File: src/rtl/core/mltu_pkg.sv
// ----------------------------------------------------------------------------
// mltu_pkg
// Shared types and constants of the device address table.
// ----------------------------------------------------------------------------
package mltu_pkg;

  // widths that cover the largest supported table (1024 entries)
  localparam int unsigned SlotMaxW = 10;
  localparam int unsigned CntMaxW  = 11;

  localparam int unsigned AddrW = 48;
  localparam int unsigned TimeW = 32;
  localparam int unsigned SeenW = 16;

  localparam logic [1:0] SrcBoth = 2'd2;
  localparam logic [SeenW-1:0] SeenMax = '1;

  localparam logic [7:0]       FloorReset  = 8'h9C;  // -100 dBm
  localparam logic [TimeW-1:0] ExpiryReset = 32'd60000;

  typedef enum logic {
    CfgRssiFloor = 1'b0,
    CfgExpiryMs  = 1'b1
  } cfg_idx_e;

  typedef enum logic {
    KindSighting = 1'b0,
    KindSweep    = 1'b1
  } kind_e;

  typedef enum logic [1:0] {
    StIdle,
    StScan,
    StDone
  } state_e;

  // search token that walks the cell chain
  typedef struct packed {
    logic                active;
    logic                kind;
    logic [AddrW-1:0]    addr;
    logic                src;
    logic [TimeW-1:0]    now;
    logic                hit;
    logic [SlotMaxW-1:0] hit_slot;
    logic [1:0]          hit_src;
    logic [SeenW-1:0]    hit_cnt;
    logic                free_found;
    logic [SlotMaxW-1:0] free_slot;
    logic                best_have;
    logic [TimeW-1:0]    best_age;
    logic [SlotMaxW-1:0] best_slot;
    logic [CntMaxW-1:0]  removed;
  } tok_t;

  // new entry write, broadcast to all cells
  typedef struct packed {
    logic                en;
    logic [SlotMaxW-1:0] slot;
    logic [AddrW-1:0]    addr;
    logic [TimeW-1:0]    now;
    logic                src;
  } wr_t;

  typedef struct packed {
    logic       accepted;
    logic       was_new;
    logic       evicted;
    logic [5:0] slot;
    logic [1:0] src;
    logic [15:0] cnt;
    logic [6:0] entry_count;
    logic [6:0] removed;
  } res_t;

endpackage

File: src/rtl/core/mltu_cell.sv
// ----------------------------------------------------------------------------
// mltu_cell
// One table entry; inspects the passing search token and hands it on.
// ----------------------------------------------------------------------------
module mltu_cell #(
  parameter int unsigned Idx = 0
) (
  input  logic                                  clk_i,
  input  logic                                  rst_ni,
  input  logic [mltu_pkg::TimeW-1:0]            expiry_i,
  input  mltu_pkg::tok_t                        tok_i,
  input  mltu_pkg::wr_t                         wr_i,
  output mltu_pkg::tok_t                        tok_o
);

  localparam logic [mltu_pkg::SlotMaxW-1:0] MySlot = mltu_pkg::SlotMaxW'(Idx);

  logic                          valid_q, valid_d;
  logic [mltu_pkg::AddrW-1:0]    addr_q, addr_d;
  logic [mltu_pkg::TimeW-1:0]    last_q, last_d;
  logic [1:0]                    src_q, src_d;
  logic [mltu_pkg::SeenW-1:0]    cnt_q, cnt_d;
  mltu_pkg::tok_t                tok_q, tok_d;
  logic [mltu_pkg::TimeW-1:0]    age;

  always_comb begin
    valid_d = valid_q;
    addr_d  = addr_q;
    last_d  = last_q;
    src_d   = src_q;
    cnt_d   = cnt_q;
    tok_d   = tok_i;
    age     = tok_i.now - last_q;
    if (tok_i.active) begin
      if (tok_i.kind == mltu_pkg::KindSweep) begin
        if (valid_q && age > expiry_i) begin
          valid_d       = 1'b0;
          tok_d.removed = tok_i.removed + 1'b1;
        end
      end else begin
        if (valid_q && !tok_i.hit && addr_q == tok_i.addr) begin
          src_d  = (src_q != {1'b0, tok_i.src}) ? mltu_pkg::SrcBoth : src_q;
          cnt_d  = (cnt_q != mltu_pkg::SeenMax) ? cnt_q + 1'b1 : cnt_q;
          last_d = tok_i.now;
          tok_d.hit      = 1'b1;
          tok_d.hit_slot = MySlot;
          tok_d.hit_src  = src_d;
          tok_d.hit_cnt  = cnt_d;
        end
        if (!valid_q && !tok_i.free_found) begin
          tok_d.free_found = 1'b1;
          tok_d.free_slot  = MySlot;
        end
        // strict compare keeps ties on the lowest slot
        if (valid_q && (!tok_i.best_have || age > tok_i.best_age)) begin
          tok_d.best_have = 1'b1;
          tok_d.best_age  = age;
          tok_d.best_slot = MySlot;
        end
      end
    end
    if (wr_i.en && wr_i.slot == MySlot) begin
      valid_d = 1'b1;
      addr_d  = wr_i.addr;
      last_d  = wr_i.now;
      src_d   = {1'b0, wr_i.src};
      cnt_d   = mltu_pkg::SeenW'(1);
    end
  end

  always_ff @(posedge clk_i or negedge rst_ni) begin
    if (!rst_ni) begin
      valid_q <= 1'b0;
      tok_q   <= '0;
    end else begin
      valid_q <= valid_d;
      tok_q   <= tok_d;
    end
  end

  always_ff @(posedge clk_i) begin
    addr_q <= addr_d;
    last_q <= last_d;
    src_q  <= src_d;
    cnt_q  <= cnt_d;
  end

  assign tok_o = tok_q;

endmodule
File: config.mk
export PLATFORM = sky130hd
export DESIGN_NAME = mltu_cell
export DESIGN_NICKNAME = d
export VERILOG_FILES = /design/src/rtl/core/mltu_pkg.sv /design/src/rtl/core/mltu_cell.sv
export SDC_FILE = /design/constraint.sdc
export NUM_CORES = 1
export LEC_CHECK = 0
export ABC_CLOCK_PERIOD_IN_PS = 11000
export BUFFER_PORTS_ARGS = -buffer_cell sky130_fd_sc_hd__buf_4
export CORE_AREA = 2 2 187 189
export CTS_CLUSTER_DIAMETER = 60
export DETAILED_ROUTE_END_ITERATION = 6
export DIE_AREA = 0 0 189 191
export PLACE_DENSITY = 0.71
export SLEW_MARGIN = 5
export SYNTH_ARGS = -nofsm -noshare
export SYNTH_HDL_FRONTEND = slang
export SYNTH_SLANG_ARGS = --single-unit
File: constraint.sdc
create_clock -name clk_i -period 11 [get_ports clk_i]
set_input_delay 0 -clock clk_i [delete_from_list [all_inputs] [get_ports clk_i]]
set_output_delay 0 -clock clk_i [all_outputs]
set_load 0.01 [all_outputs]
# After elaboration in Yosys (flattened, before gate mapping)
# Index checks and enable logic that the tools add are counted.
totals:
  reg_bits: 276
  out_inout_bits: 177
op_classes:
  muxes: 21
  addsub: 3
  magnitude_cmp: 2
  bitwise: 1
  reduce_logical: 19
  n_eq_ne: 4
ops:
  columns: ["cell", "n"]
  rows:
  - ["2-to-1 mux 32 bit", 4]
  - ["2-to-1 mux 94 bit", 1]
  - ["2-to-1 mux 83 bit", 1]
  - ["> comparator 32 bit", 2]
  - ["equality test 48 bit", 1]
  - ["2-to-1 mux 43 bit", 1]
  - ["2-to-1 mux 11 bit", 3]
  - ["subtractor 32 bit", 1]
  - ["2-to-1 mux 29 bit", 1]
  - ["adder 16 x 1 -> 16 bit (second input constant)", 1]
  - ["2-to-1 mux 16 bit", 1]
  - ["inequality test 16 bit (second input constant)", 1]
  - ["adder 11 x 1 -> 11 bit (second input constant)", 1]
  - ["zero test 10 bit", 1]
  - ["AND reduction 3 bit", 3]
  - ["2-to-1 mux 1 bit", 8]
  - ["nonzero test 2 bit", 4]
  - ["logical AND 1 bit", 6]
  - ["zero test 1 bit", 4]
  - ["2-to-1 mux 2 bit", 1]
  - ["inequality test 2 x 1 -> 1 bit", 1]
  - ["inequality test 2 x 1 -> 1 bit (second input constant)", 1]
  - ["logical OR 1 bit", 1]
  - ["inverter 1 bit", 1]

# Depth between registers and ports, before layout
depth:
  word_depth: 7
  mapped_depth: 23
  ltp_nobuf: 22

# Worst setup path after synthesis
# No wires, ideal clock.
synth_timing:
  path_kind: "register -> register"
  startpoint: "register last_q[1] (netlist bit)"
  endpoint: "register tok_q, in the netlist tok_o[8]"
  required_ns: 10.877
  stages_incl_launch_ff: 20
  period_less_slack_ns: 4.538
  n_path_buf: 1
  path_slack_ns: 6.462
  arrival_ns: 4.415
  path_cell_list: "edfxtp_1 > inv_1 > ha_1 > nor2b_1 > o2111a_1 > o41a_1 > o2111ai_2 > a31o_2 > nand4b_2 > a311o_1 > xnor2_2 > ha_1 > nand4_1 > or3_1 > or3_1 > o22ai_1 > and2_1 > buf_2 > nand4_1 > xnor2_1"
synth_lines:
  columns: ["item", "line_no", "source"]
  rows:
  - ["from (decl)", "mltu_cell.sv:20", "logic [mltu_pkg::TimeW-1:0] last_q, last_d;"]
  - ["from (signal assigned)", "mltu_cell.sv:83", "last_q <= last_d;"]
  - ["to (signal assigned)", "mltu_cell.sv:77", "tok_q <= tok_d;"]
  - ["to (decl)", "mltu_cell.sv:23", "mltu_pkg::tok_t tok_q, tok_d;"]

==> qor.yml <==
status: "finished, final reports clean"
cp.arrival_ps: 6570
drive_gt1_share_pct: 28.4
avgRoutedWirePerCell_um: 18.6
clock_sinks: 276
synth_seq_cells: 276
path_max_fanout: 7
firstDrtPassIters: 5
grt_overflow_total: 0
rows: 68
power.total_mw: 2.73
clkLatencyLatePin_ps: 520
synth-seq-area-share_pct: 54.3
cts_buffer_depth: 3
cts_setup_buffers: 0
core_area_um2: 34100
dpl.hpwl_um: 31600
start_util_pct: 39.0
numCtsBuffers: 34
critPathKind: "flop to flop"
p_leak_nw: 9.95
drv_cap: 0
maxSlewViolCount: 0
synthArstFlopShare_pct: 64.5
yosysWarnings: 0
cts-root-buf: "clkbuf_16"
cts.repair.resized: 0
grt.total_usage_pct: 24.8
syn_area_per_cell_um2: 10.8
max_freq_ghz: 0.163
grt_pass1_wl_um: 69400
syn_to_final_growth_pct: 59.3
power.combinational.fraction_pct: 18.3
slowest_delay_ps: 960
finalClockSkew_ps: 22.1
required_ps: 11420
rsz0062_at_grt: "false"
swShare_pct: 25.6
dieHeight_um: 191
crit_buf_inv: 2
power.internal_mw: 2.03
syn-cell-area_um2: 13300
clkPwrFrac_pct: 40.6
fin_nets: 2389
vias_per_cell: 4.97
drc: 0
synthesis.nets: 1631
min_period_ps: 6150
first_global_vias: 13000
end_kind: "flop"
cts_tree: "yes"
antenna_found_initial: 2
report.final.hold_viol_count: 0
clkTransAtPathRegs_ps: 60
via_count: 12300
cts_hold_buf: 267
gp_congestion: 0.872
period_share_pct: 55.9
grt_max_degree: 112
crit_family: "compound AO/OA/AOI/OAI gates"
hp-class: "input pin to flop"
dieArea_um2: 36100
ant_nets: 0
start_kind: "flop"
io-pin-count: 480
power.density_nw_per_um2: 129
synth_edf_count: 81
yosys.cell_types.count: 71
seqPwrFrac_pct: 41.1
syn_inst: 1230
p_sw_uw: 699
slew-limit-headroom_pct: 28.0
tns_ps: 0
drt-total-wl_um: 45800
port_buffers: 479
crit_path_cell_trace: "ha_1 > inv_1 > fa_1 > a21o_1 > a31oi_1 > o21bai_1 > nand3_1 > a2111oi_0 > o211ai_1 > a21oi_1 > xor2_1 > ha_1 > nand4_1 > or3_1 > nor3_1 > nand4b_1 > or3_1 > o22ai_1 > and2_1 > nand4_1 > xnor2_1 > dlygate4sd3_1"
dieWidth_um: 189
ys.flop_type: "dfrtp_1"
tightest_slew_ps: 1050
finalSetupViolCount: 0
worst_ir_drop_vdd_uv: 124
slowest_stage: "a2111oi_0"
drt_iter0_drc: 557
htreeDepth: 2
[power groups by stage]
stage / logic [mW] / registers, mW / clock network, mW
finish: 0.499 / 1.12 / 1.11
global route: 0.540 / 1.12 / 1.17
CTS: 0.493 / 1.12 / 1.13
detailed placement: 0.412 / 1.14 / 0
global placement: 0.403 / 1.14 / 0
floorplan: 0.155 / 1.16 / 0
[flip-flops by register name, summed over array words and instances, names as in the netlist]
| name | count |
|---|---|
| addr_q | 48 |
| cnt_q | 16 |
| last_q | 32 |
| src_q | 2 |
| tok_o | 177 |
| valid_q | 1 |
[kinds of logic after synthesis]
family	after synthesis	synth area share (%)
AND/OR/NAND/NOR	389	14.3
flip-flops	276	54.3
AO/OA/AOI/OAI	209	9.98
buffers and inverters	137	3.93
XOR/XNOR	103	6.83
adder cells (fa/ha/maj)	98	9.26
multiplexers	18	1.48
[placed cells by master (no fill, tap or decap), drive strengths merged, types with 4 or more instances in the layout]
master,n
a2111oi,4
and4,4
nor4,22
xor2,56
ha,97
inv,112
nand2b,6
nor4b,4
o21a,9
dlygate4sd3,267
dfrtp,178
o21bai,8
o21ai,63
clkbuf,45
mux2,14
a21o,31
buf,483
a31oi,9
dfxtp,17
xnor2,47
edfxtp,81
and3,9
nor2b,29
nor2,40
mux2i,4
nand3,21
nand4,26
nand2,177
clkinv,10
nor3,17
or3,7
a21oi,58
or2,5
and2,13
[worst register-to-register path: stages (launching register included)]
cell and delay (ps):
edfxtp_1 360, ha_1 200, inv_1 70, fa_1 210, a21o_1 150, a31oi_1 140, o21bai_1 260, nand3_1 150
a2111oi_0 960, o211ai_1 210, a21oi_1 230, xor2_1 300, ha_1 290, nand4_1 120, or3_1 150, nor3_1 50
nand4b_1 190, or3_1 330, o22ai_1 400, and2_1 330, nand4_1 140, xnor2_1 190, dlygate4sd3_1 630
[per-layer routing]
metal  wire (µm)  share of wire, %  GRT usage, %  vias to the layer above
met2       23500                51          45.8                      495
met3        3060               6.7          5.56                       85
met1       17600                38          27.8                     5927
li1            -                 -             -                     5780
met4        1720               3.8          9.80                        0
met5           0                 0             0                        -
[area by class of cell]
cell class	instances	area (µm²)
Antenna cell	2	5.00
Clock buffer	44	940
Clock inverter	17	165
Fill cell	2566	12900
Inverter	108	409
Multi-Input combinational cell	817	5580
Sequential cell	276	7230
Tap cell	455	569
Timing Repair Buffer	751	6310
[synth_stat cells (6+ instances only)]
cell        n  share of area [%]
nor3_1     17               0.64
dfxtp_1    17                2.6
edfxtp_1   81                 18
o21a_1      9               0.51
a21oi_1    56                2.1
or3_1       7               0.33
and2_1     13               0.61
and3_1      9               0.42
nor2b_1    29                1.4
nor4_1     21               0.99
nor2_1     39                1.1
ha_1       97                9.1
inv_1     106                3.0
clkbuf_1   20               0.56
o21bai_1    8               0.45
nand3_1    21               0.79
xor2_1     56                3.7
nand4_1    26                1.2
a21o_1     31                1.7
buf_2       6               0.23
a31oi_1     8               0.38
nand2b_1    6               0.28
o21ai_0    59                2.2
nand2_1   176                5.0
mux2_2     13                1.1
xnor2_1    46                3.0
dfrtp_1   178                 33
[worst paths after layout]
kind                                             start                     end  slack, ps  cells after the start
worst max-delay path               last_q[0]$_DFFE_PP_     tok_o[10]$_DFF_PN0_       4850                     22
worst min-delay path                        tok_i[164]    tok_o[164]$_DFF_PN0_        160                      2
worst max register to register     last_q[0]$_DFFE_PP_     tok_o[10]$_DFF_PN0_       4850                     22
worst min register to register  cnt_q[11]$_SDFFE_PP0P_  cnt_q[11]$_SDFFE_PP0P_        480                      2
max in group asynchronous                       rst_ni     tok_o[80]$_DFF_PN0_       9270                      3
min in group asynchronous                       rst_ni     tok_o[36]$_DFF_PN0_        170                      2
[per-stage QoR]
step	cell area, µm²	utilization (%)	cells	hold WS, ps	setup slack [ps]
floorplan	13300	-	1230	-296	6460
global placement	17400	51.1	2140	120	5780
detailed placement	17400	51.1	2140	121	5630
CTS	21200	62.2	2468	131	5040
global route	21200	62.2	2469	144	4620
finish	21200	62.2	2470	160	4850
No activity file was read; power rests on OpenSTA's default activity.
